--- src/design/bcbp_pkg.sv ---
// Shared types and constants for the braced command byte parser.
// No dependencies; used by the controller, datapath, top and checker.
package bcbp_pkg;

    localparam int PAYLOAD_DEPTH_DEF = 32;
    localparam int ACC_WIDTH_DEF     = 32;

    localparam logic [7:0] CH_LBRACE = 8'h7B;  // '{'
    localparam logic [7:0] CH_RBRACE = 8'h7D;  // '}'
    localparam logic [7:0] CH_P      = 8'h70;
    localparam logic [7:0] CH_F      = 8'h66;
    localparam logic [7:0] CH_D      = 8'h64;
    localparam logic [7:0] CH_A      = 8'h61;
    localparam logic [7:0] CH_N      = 8'h6E;
    localparam logic [7:0] CH_G      = 8'h67;
    localparam logic [7:0] CH_R      = 8'h72;
    localparam logic [7:0] CH_SLASH  = 8'h2F;
    localparam logic [7:0] CH_ZERO   = 8'h30;
    localparam logic [7:0] CH_NINE   = 8'h39;

    localparam logic [2:0] KIND_PWM   = 3'd0;
    localparam logic [2:0] KIND_FREQ  = 3'd1;
    localparam logic [2:0] KIND_DAC   = 3'd2;
    localparam logic [2:0] KIND_ACCEL = 3'd3;
    localparam logic [2:0] KIND_NRF   = 3'd4;
    localparam logic [2:0] KIND_GPIO  = 3'd5;
    localparam logic [2:0] KIND_RESET = 3'd6;
    localparam logic [2:0] KIND_TEST  = 3'd7;

    // datapath -> controller
    typedef struct packed {
        logic       is_open;    // byte is '{'
        logic       is_close;   // byte is '}'
        logic       is_digit;   // '0'..'9'
        logic       chan_ok;    // 'a'..'d'
        logic       kind_hit;   // byte names a command kind
        logic [2:0] kind;       // that kind
        logic       chan_zero;  // no pwm channel taken yet
        logic       fill_zero;  // nrf buffer empty
        logic       out_last;   // result register holds the final word
    } t_dp_stat;

    // controller -> datapath
    typedef struct packed {
        logic       clear;       // end of command: drop per-command state
        logic       take_chan;
        logic       take_digit;
        logic       take_byte;   // gpio / test keep the byte
        logic       take_reset;
        logic       push;        // nrf byte into buffer
        logic       load_single; // load one-word result
        logic       load_nrf;    // load next buffered byte as result
        logic       rd_next;
        logic [2:0] kind;
    } t_dp_cmd;

endpackage

--- src/design/bcbp_ctrl.sv ---
// Parser controller: brace framing, kind selection, nesting and result sequencing.
// Depends on bcbp_pkg; drives bcbp_dp through t_dp_cmd.
module bcbp_ctrl (
    input  logic               i_clk,
    input  logic               i_rst_n,
    input  logic               i_in_valid,
    output logic               o_in_ready,
    output logic               o_out_valid,
    input  logic               i_out_ready,
    input  bcbp_pkg::t_dp_stat i_stat,
    output bcbp_pkg::t_dp_cmd  o_cmd
);

    typedef enum logic [2:0] {
        S_IDLE,
        S_HEAD,
        S_BODY,
        S_EMIT,
        S_NRF_RD,
        S_NRF_EMIT
    } t_state;

    t_state     r_state, n_state;
    logic [2:0] r_kind, n_kind;
    logic [7:0] r_nest, n_nest;
    logic       in_acc;
    logic       bad;

    assign o_in_ready  = (r_state == S_IDLE) || (r_state == S_HEAD) || (r_state == S_BODY);
    assign o_out_valid = (r_state == S_EMIT) || (r_state == S_NRF_EMIT);
    assign in_acc      = i_in_valid && o_in_ready;

    always_comb begin
        n_state = r_state;
        n_kind  = r_kind;
        n_nest  = r_nest;
        bad     = 1'b0;
        o_cmd   = '0;
        o_cmd.kind = r_kind;
        case (r_state)
            S_IDLE: begin
                if (in_acc && i_stat.is_open) begin
                    n_state = S_HEAD;
                end
            end
            S_HEAD: begin
                if (in_acc) begin
                    if (i_stat.is_close) begin
                        // empty command, nothing to report
                        o_cmd.clear = 1'b1;
                        n_state = S_IDLE;
                    end else if (i_stat.kind_hit) begin
                        n_kind  = i_stat.kind;
                        n_state = S_BODY;
                    end
                end
            end
            S_BODY: begin
                if (in_acc) begin
                    if (i_stat.is_close && (r_nest == 8'd0)) begin
                        if ((r_kind == bcbp_pkg::KIND_NRF) && !i_stat.fill_zero) begin
                            n_state = S_NRF_RD;
                        end else begin
                            o_cmd.load_single = 1'b1;
                            o_cmd.clear       = 1'b1;
                            n_state = S_EMIT;
                        end
                    end else begin
                        n_nest = r_nest + {7'd0, i_stat.is_open} - {7'd0, i_stat.is_close};
                        case (r_kind)
                            bcbp_pkg::KIND_PWM: begin
                                if (i_stat.chan_zero) begin
                                    o_cmd.take_chan = i_stat.chan_ok;
                                    bad = !i_stat.chan_ok;
                                end else begin
                                    o_cmd.take_digit = i_stat.is_digit;
                                    bad = !i_stat.is_digit;
                                end
                            end
                            bcbp_pkg::KIND_FREQ, bcbp_pkg::KIND_DAC: begin
                                o_cmd.take_digit = i_stat.is_digit;
                                bad = !i_stat.is_digit;
                            end
                            bcbp_pkg::KIND_NRF:   o_cmd.push = 1'b1;
                            bcbp_pkg::KIND_GPIO,
                            bcbp_pkg::KIND_TEST:  o_cmd.take_byte = 1'b1;
                            bcbp_pkg::KIND_RESET: o_cmd.take_reset = 1'b1;
                            default: ;
                        endcase
                        if (bad) begin
                            // silent abort
                            o_cmd.clear = 1'b1;
                            n_nest  = 8'd0;
                            n_state = S_IDLE;
                        end
                    end
                end
            end
            S_EMIT: begin
                if (i_out_ready) begin
                    n_state = S_IDLE;
                end
            end
            S_NRF_RD: begin
                o_cmd.load_nrf = 1'b1;
                n_state = S_NRF_EMIT;
            end
            S_NRF_EMIT: begin
                if (i_out_ready) begin
                    if (i_stat.out_last) begin
                        o_cmd.clear = 1'b1;
                        n_state = S_IDLE;
                    end else begin
                        o_cmd.rd_next = 1'b1;
                        n_state = S_NRF_RD;
                    end
                end
            end
            default: n_state = S_IDLE;
        endcase
    end

    always_ff @(posedge i_clk) begin
        if (!i_rst_n) begin
            r_state <= S_IDLE;
            r_kind  <= bcbp_pkg::KIND_PWM;
            r_nest  <= 8'd0;
        end else begin
            r_state <= n_state;
            r_kind  <= n_kind;
            r_nest  <= n_nest;
        end
    end

endmodule

--- src/design/bcbp_dp.sv ---
// Parser datapath: byte decode, decimal accumulator, kept bytes, nrf buffer, result register.
// Depends on bcbp_pkg; steered by bcbp_ctrl.
module bcbp_dp #(
    parameter int PAYLOAD_DEPTH = bcbp_pkg::PAYLOAD_DEPTH_DEF,
    parameter int ACC_WIDTH     = bcbp_pkg::ACC_WIDTH_DEF
) (
    input  logic                               i_clk,
    input  logic                               i_rst_n,
    input  logic [7:0]                         i_in_byte,
    input  bcbp_pkg::t_dp_cmd                  i_cmd,
    output bcbp_pkg::t_dp_stat                 o_stat,
    output logic [2:0]                         o_cmd_kind,
    output logic [2:0]                         o_channel,
    output logic [31:0]                        o_value,
    output logic [$clog2(PAYLOAD_DEPTH+1)-1:0] o_payload_count,
    output logic                               o_last
);

    localparam int CNT_W = $clog2(PAYLOAD_DEPTH + 1);
    localparam int IDX_W = (PAYLOAD_DEPTH > 1) ? $clog2(PAYLOAD_DEPTH) : 1;

    logic [ACC_WIDTH-1:0]    r_acc;
    logic [ACC_WIDTH-1:0]    acc_digit;
    logic [ACC_WIDTH+31:0]   acc_ext;
    logic [2:0]              r_chan;
    logic [7:0]              r_byte;
    logic [7:0]              r_reset_val;
    logic [CNT_W-1:0]        r_fill;
    logic [CNT_W-1:0]        r_rd_idx;
    logic [7:0]              mem [PAYLOAD_DEPTH];
    logic [31:0]             single_val;

    // byte decode
    always_comb begin
        o_stat          = '0;
        o_stat.is_open  = (i_in_byte == bcbp_pkg::CH_LBRACE);
        o_stat.is_close = (i_in_byte == bcbp_pkg::CH_RBRACE);
        o_stat.is_digit = (i_in_byte >= bcbp_pkg::CH_ZERO) && (i_in_byte <= bcbp_pkg::CH_NINE);
        o_stat.chan_ok  = (i_in_byte >= bcbp_pkg::CH_A) && (i_in_byte <= bcbp_pkg::CH_D);
        o_stat.kind_hit = 1'b1;
        case (i_in_byte)
            bcbp_pkg::CH_P:     o_stat.kind = bcbp_pkg::KIND_PWM;
            bcbp_pkg::CH_F:     o_stat.kind = bcbp_pkg::KIND_FREQ;
            bcbp_pkg::CH_D:     o_stat.kind = bcbp_pkg::KIND_DAC;
            bcbp_pkg::CH_A:     o_stat.kind = bcbp_pkg::KIND_ACCEL;
            bcbp_pkg::CH_N:     o_stat.kind = bcbp_pkg::KIND_NRF;
            bcbp_pkg::CH_G:     o_stat.kind = bcbp_pkg::KIND_GPIO;
            bcbp_pkg::CH_R:     o_stat.kind = bcbp_pkg::KIND_RESET;
            bcbp_pkg::CH_SLASH: o_stat.kind = bcbp_pkg::KIND_TEST;
            default: begin
                o_stat.kind     = bcbp_pkg::KIND_PWM;
                o_stat.kind_hit = 1'b0;
            end
        endcase
        o_stat.chan_zero = (r_chan == 3'd0);
        o_stat.fill_zero = (r_fill == '0);
        o_stat.out_last  = o_last;
    end

    // acc*10 + digit as two shifts and adds, wraps at ACC_WIDTH
    assign acc_digit = (r_acc << 3) + (r_acc << 1) + ACC_WIDTH'(i_in_byte[3:0]);
    assign acc_ext   = {32'd0, r_acc};

    always_comb begin
        case (i_cmd.kind)
            bcbp_pkg::KIND_PWM,
            bcbp_pkg::KIND_FREQ,
            bcbp_pkg::KIND_DAC:   single_val = acc_ext[31:0];
            bcbp_pkg::KIND_GPIO,
            bcbp_pkg::KIND_TEST:  single_val = {24'd0, r_byte};
            bcbp_pkg::KIND_RESET: single_val = {24'd0, r_reset_val};
            default:              single_val = 32'd0;
        endcase
    end

    // per-command state
    always_ff @(posedge i_clk) begin
        if (!i_rst_n) begin
            r_acc       <= '0;
            r_chan      <= 3'd0;
            r_byte      <= 8'd0;
            r_reset_val <= 8'd0;
            r_fill      <= '0;
            r_rd_idx    <= '0;
        end else begin
            if (i_cmd.take_reset) r_reset_val <= i_in_byte;
            if (i_cmd.clear) begin
                r_acc    <= '0;
                r_chan   <= 3'd0;
                r_byte   <= 8'd0;
                r_fill   <= '0;
                r_rd_idx <= '0;
            end else begin
                if (i_cmd.take_digit) r_acc <= acc_digit;
                if (i_cmd.take_chan)  r_chan <= i_in_byte[2:0];  // 'a'..'d' -> 1..4
                if (i_cmd.take_byte)  r_byte <= i_in_byte;
                if (i_cmd.push && (r_fill < CNT_W'(PAYLOAD_DEPTH))) begin
                    r_fill <= r_fill + CNT_W'(1);
                end
                if (i_cmd.rd_next) r_rd_idx <= r_rd_idx + CNT_W'(1);
            end
        end
    end

    // nrf buffer
    always_ff @(posedge i_clk) begin
        if (i_cmd.push && (r_fill < CNT_W'(PAYLOAD_DEPTH))) begin
            mem[r_fill[IDX_W-1:0]] <= i_in_byte;
        end
    end

    // result register, read port of the buffer lands here
    always_ff @(posedge i_clk) begin
        if (i_cmd.load_single) begin
            o_cmd_kind      <= i_cmd.kind;
            o_channel       <= (i_cmd.kind == bcbp_pkg::KIND_PWM) ? r_chan : 3'd0;
            o_value         <= single_val;
            o_payload_count <= '0;
            o_last          <= 1'b1;
        end else if (i_cmd.load_nrf) begin
            o_cmd_kind      <= bcbp_pkg::KIND_NRF;
            o_channel       <= 3'd0;
            o_value         <= {24'd0, mem[r_rd_idx[IDX_W-1:0]]};
            o_payload_count <= r_fill;
            o_last          <= ((r_rd_idx + CNT_W'(1)) == r_fill);
        end
    end

endmodule

--- src/design/braced_command_byte_parser_top.sv ---
// Top level of the braced command byte parser.
// Depends on bcbp_pkg, bcbp_ctrl and bcbp_dp.
//
// Parses serial bytes into braced commands such as {pa1000}. Bytes outside
// braces are dropped until a '{'. The first kind letter after it picks the
// command: p pwm, f freq, d dac, a accel, n nrf, g gpio, r reset, / test.
// pwm takes a channel a-d then decimal digits; freq and dac take digits
// (accumulated modulo 2^ACC_WIDTH, low 32 bits reported); nrf buffers up to
// PAYLOAD_DEPTH raw bytes; gpio, reset and test keep the last byte (the
// reset byte survives across commands). Inner braces are counted; a bad
// byte silently drops the command. The '}' at depth zero reports it.
// Timing: while a command is being parsed one input word is taken every
// cycle. On the closing brace input stalls until the result words are
// taken. For each buffered byte of an nrf run the buffer is first read into
// the result register, then the word is handed over, held by any output
// backpressure. The buffer needs no clearing pass; its fill count bounds
// every read.
module braced_command_byte_parser_top #(
    parameter int PAYLOAD_DEPTH = bcbp_pkg::PAYLOAD_DEPTH_DEF,
    parameter int ACC_WIDTH     = bcbp_pkg::ACC_WIDTH_DEF
) (
    input  logic                               i_clk,
    input  logic                               i_rst_n,
    // input byte stream
    input  logic                               i_in_valid,
    output logic                               o_in_ready,
    input  logic [7:0]                         i_in_byte,
    // result words
    output logic                               o_out_valid,
    input  logic                               i_out_ready,
    output logic [2:0]                         o_cmd_kind,
    output logic [2:0]                         o_channel,
    output logic [31:0]                        o_value,
    output logic [$clog2(PAYLOAD_DEPTH+1)-1:0] o_payload_count,
    output logic                               o_last
);

    bcbp_pkg::t_dp_cmd  dp_cmd;
    bcbp_pkg::t_dp_stat dp_stat;

    // framing, nesting and result sequencing
    bcbp_ctrl u_ctrl (
        .i_clk       (i_clk),
        .i_rst_n     (i_rst_n),
        .i_in_valid  (i_in_valid),
        .o_in_ready  (o_in_ready),
        .o_out_valid (o_out_valid),
        .i_out_ready (i_out_ready),
        .i_stat      (dp_stat),
        .o_cmd       (dp_cmd)
    );

    // decode, accumulators, nrf buffer and the result register
    bcbp_dp #(
        .PAYLOAD_DEPTH (PAYLOAD_DEPTH),
        .ACC_WIDTH     (ACC_WIDTH)
    ) u_dp (
        .i_clk           (i_clk),
        .i_rst_n         (i_rst_n),
        .i_in_byte       (i_in_byte),
        .i_cmd           (dp_cmd),
        .o_stat          (dp_stat),
        .o_cmd_kind      (o_cmd_kind),
        .o_channel       (o_channel),
        .o_value         (o_value),
        .o_payload_count (o_payload_count),
        .o_last          (o_last)
    );

endmodule

--- config.mk ---
export PLATFORM = sky130hd
export DESIGN_NAME = braced_command_byte_parser_top
export DESIGN_NICKNAME = d
export VERILOG_FILES = /design/src/design/bcbp_pkg.sv /design/src/design/bcbp_ctrl.sv /design/src/design/bcbp_dp.sv /design/src/design/braced_command_byte_parser_top.sv
export SDC_FILE = /design/constraint.sdc
export NUM_CORES = 1
export LEC_CHECK = 0
export ABC_AREA = 1
export BUFFER_PORTS_ARGS = -buffer_cell sky130_fd_sc_hd__buf_2
export CELL_PAD_IN_SITES_DETAIL_PLACEMENT = 2
export CELL_PAD_IN_SITES_GLOBAL_PLACEMENT = 2
export CORE_ASPECT_RATIO = 1.25
export CORE_UTILIZATION = 38
export CTS_BUF_LIST = sky130_fd_sc_hd__clkbuf_2 sky130_fd_sc_hd__clkbuf_4 sky130_fd_sc_hd__clkbuf_8
export DETAILED_ROUTE_END_ITERATION = 10
export PLACE_DENSITY_LB_ADDON = 0.1
export SYNTH_ARGS = -nofsm -noshare
export SYNTH_HDL_FRONTEND = slang
export SYNTH_SLANG_ARGS = --single-unit
--- constraint.sdc ---
create_clock -name i_clk -period 2.85 [get_ports i_clk]
set_clock_uncertainty 0.15 [all_clocks]
set_input_delay 0.57 -clock i_clk [delete_from_list [all_inputs] [get_ports i_clk]]
set_output_delay 0.57 -clock i_clk [all_outputs]
set_load 0.005 [all_outputs]
==> flow_metrics.py <==
metrics = {
    "synth": {
        "synthArstFlopShare_pct": 0,
        "avgSynthCellArea_um2": 9.79,
        "synth.distinct_cells": 48,
        "synth-seq-area-share_pct": 58.0,
        "synth_edf_count": 294,
        "synth-main-ff-cell": "edfxtp_1",
        "ys_ff_latch": 383,
        "synthesis.nets": 1958,
        "synth_warnings": 0,
        "syn_area_mm2": 0.0183,
        "synthCells": 1869,
    },
    "routing": {
        "wirelength_mm": 65.6,
        "drtIter0Drc": 655,
        "vias": 15000,
        "wl_per_cell_um": 24.0,
        "drc_errors": 0,
        "dr.pass1.iters": 4,
        "vias_per_cell": 5.48,
        "drtAntennaViolNets": 0,
    },
    "clock_tree": {
        "htreeDepth": 3,
        "cts_made_buffers": 66,
        "cts.sinks": 383,
        "post_cts_buffers": 0,
        "holdBufCountCts": 0,
        "clk_pin_slew_worst_paths_ns": 0.06,
        "clock_latency_ns": 0.65,
        "clockBufferDepth": 3,
        "cts-root-buf": "clkbuf_8",
        "cts_tree": "yes",
        "cts-resized-gates": 0,
    },
    "floorplanning": {
        "die_h_um": 247,
        "initial_core_util_pct": 38.7,
        "row_count": 89,
        "ios": 59,
        "die_w_um": 198,
        "die_area_mm2": 0.0490,
        "core_mm2": 0.0473,
    },
    "sta": {
        "fin_crit_sh_pct": 93.9,
        "slew_headroom_pct": 54.7,
        "setup_violations": 0,
        "fin_crit_ns": 2.68,
        "fmax_mhz": 374,
        "tightest_slew_ns": 0.675,
        "maxSlewViolCount": 0,
        "hold_viol_final": 0,
        "rsz0062_at_grt": "no",
    },
    "finish": {
        "layout.nets": 2141,
        "area_delta_synth_final_pct": 18.3,
        "drive_above_1_share_pct": 16.7,
        "register_area_mm2": 0.0106,
        "layout_common_cells": "326 x nor2_1, 294 x edfxtp_1, 249 x nand2_1",
        "fin_util_pct": 45.7,
        "multi_input_area_mm2": 0.00681,
        "final_common_cell": "nor2_1",
        "fillCellCount": 5089,
    },
    "global_route": {
        "antenna_found_initial": 1,
        "grt-ovfl-total": 0,
        "grt_pass1_wl_mm": 99.9,
        "grt_usage_pct": 27.4,
        "grt_max_degree": 81,
        "grt_pass1_vias": 16700,
    },
    "worst_setup_path": {
        "crit_type": "reg2reg",
        "arrival_ns": 2.85,
        "crit_path_end_kind": "register",
        "crit_fanout": 46,
        "start_kind": "register",
        "critPathRequiredTime_ns": 3.03,
    },
    "pwr": {
        "power_mw": 12.0,
        "leakagePower_nw": 8.16,
        "ir_drop_mv": 0.285,
        "power_density_mw_per_mm2": 554,
    },
    "hold_path": {
        "hold_class": "in2reg",
        "min-delay-start": "i_in_byte[3]",
    },
    "placement": {
        "portBuffers": 58,
        "detailed_place_hpwl_mm": 45.8,
        "gp_congestion": 0.836,
    },
    "job": {
        "maxCapViolations": 0,
    },
    "outcome": {
        "outcome": "finished clean",
    },
}
-- power by group --
group | leakage (nW) | internal, mW | switching (mW)
sequential | 3.30 | 6.01 | 0.0176
clock | 0.716 | 2.92 | 2.45
combinational | 4.14 | 0.170 | 0.438
total | 8.16 | 9.10 | 2.90
-- cell families (layout without fill, tap and decap cells) --
family | Yosys count | after routing | share of synthesized area [%]
and+or+nand+nor | 785 | 785 | 18.5
AOI/OAI and AO/OA | 388 | 388 | 12.2
DFF | 383 | 383 | 58.0
buffers and inverters | 212 | 445 | 4.83
adders and majority gates | 77 | 77 | 5.39
xor gates and xnor gates | 23 | 23 | 1.10
muxes | 1 | 1 | 0.0547
other | 0 | 1 | 0
-- synth_stat cells (6+ instances only) --
| cell | count | area share [%] |
|---|---|---|
| inv_1 | 119 | 2.4 |
| ha_1 | 74 | 5.1 |
| o21ai_0 | 178 | 4.9 |
| o221ai_1 | 38 | 1.8 |
| buf_6 | 8 | 0.49 |
| buf_2 | 13 | 0.36 |
| or2_2 | 6 | 0.21 |
| a21o_1 | 7 | 0.29 |
| xor2_1 | 18 | 0.86 |
| clkbuf_1 | 50 | 1.0 |
| nor3_1 | 14 | 0.38 |
| edfxtp_1 | 294 | 48 |
| nor2_1 | 326 | 6.7 |
| nand4_1 | 22 | 0.75 |
| nand2_1 | 250 | 5.1 |
| buf_1 | 6 | 0.12 |
| a21oi_1 | 116 | 3.2 |
| nand3_1 | 138 | 3.8 |
| inv_2 | 9 | 0.18 |
| dfxtp_1 | 89 | 9.7 |
| o211ai_1 | 28 | 1.1 |
-- critical path, cell delays in order, from the launching register on --
cell	delay, ns
dfxtp_4	0.50
clkinv_2	0.17
buf_12	0.21
o21ai_0	0.31
o211ai_1	0.14
nand3_1	0.16
nand3_1	0.24
nand3_1	0.23
o21ai_0	0.22
-- sequential cells by signal, summed over array words and instances, names as in the netlist, 6 cells and up, named ones only --
name and count:
u_dp.o_payload_count 6, u_dp.mem 256, u_dp.r_fill 6, u_dp.r_rd_idx 6
u_dp.r_acc 32, u_ctrl.r_nest 8, u_dp.r_reset_val 8, u_dp.r_byte 8
u_dp.o_value 32
-- through the flow --
step	cell area, um2	std cells	TNS, ns	hold WS, ns	worst slack (ns)
after detailed placement	20300	2621	-31.44	0.290	-0.250
after floorplan	18300	1869	0	0.273	0.0237
after global routing	21700	2740	0	0.123	0.00640
after CTS	21600	2739	0	0.0991	0.157
final	21700	2740	0	0.155	0.173
after global placement	20300	2621	-10.87	0.284	-0.185
-- final timing paths --
kind | endpoint | slack [ns] | cells after the start
worst min register to register | u_dp.r_reset_val[5] | 0.30 | 2
worst min-delay path | u_dp.mem[12][3] | 0.15 | 2
worst max register to register | u_dp.o_value[0] | 0.17 | 8
worst max-delay path | u_dp.o_value[0] | 0.17 | 8
-- final cells by class --
cell class / instances / share of cell area (%)
flip-flops and latches: 383 / 49.0
well taps: 637 / 3.68
multi-input cells: 1274 / 31.5
inverters: 132 / 2.30
diodes: 1 / 0.0116
clock buffers: 95 / 5.35
clock inverters: 23 / 1.02
repair buffers: 195 / 7.13
-- per-layer routing --
metal	wire length, um	vias up	share of wire (%)	track usage, %
li1	-	6938	-	-
met1	25300	7701	39	29.7
met2	36300	277	55	53.5
met3	2120	107	3.2	3.34
met4	1950	0	3.0	10.4
met5	0	-	0	0
No activity file was read; power rests on OpenSTA's default activity.
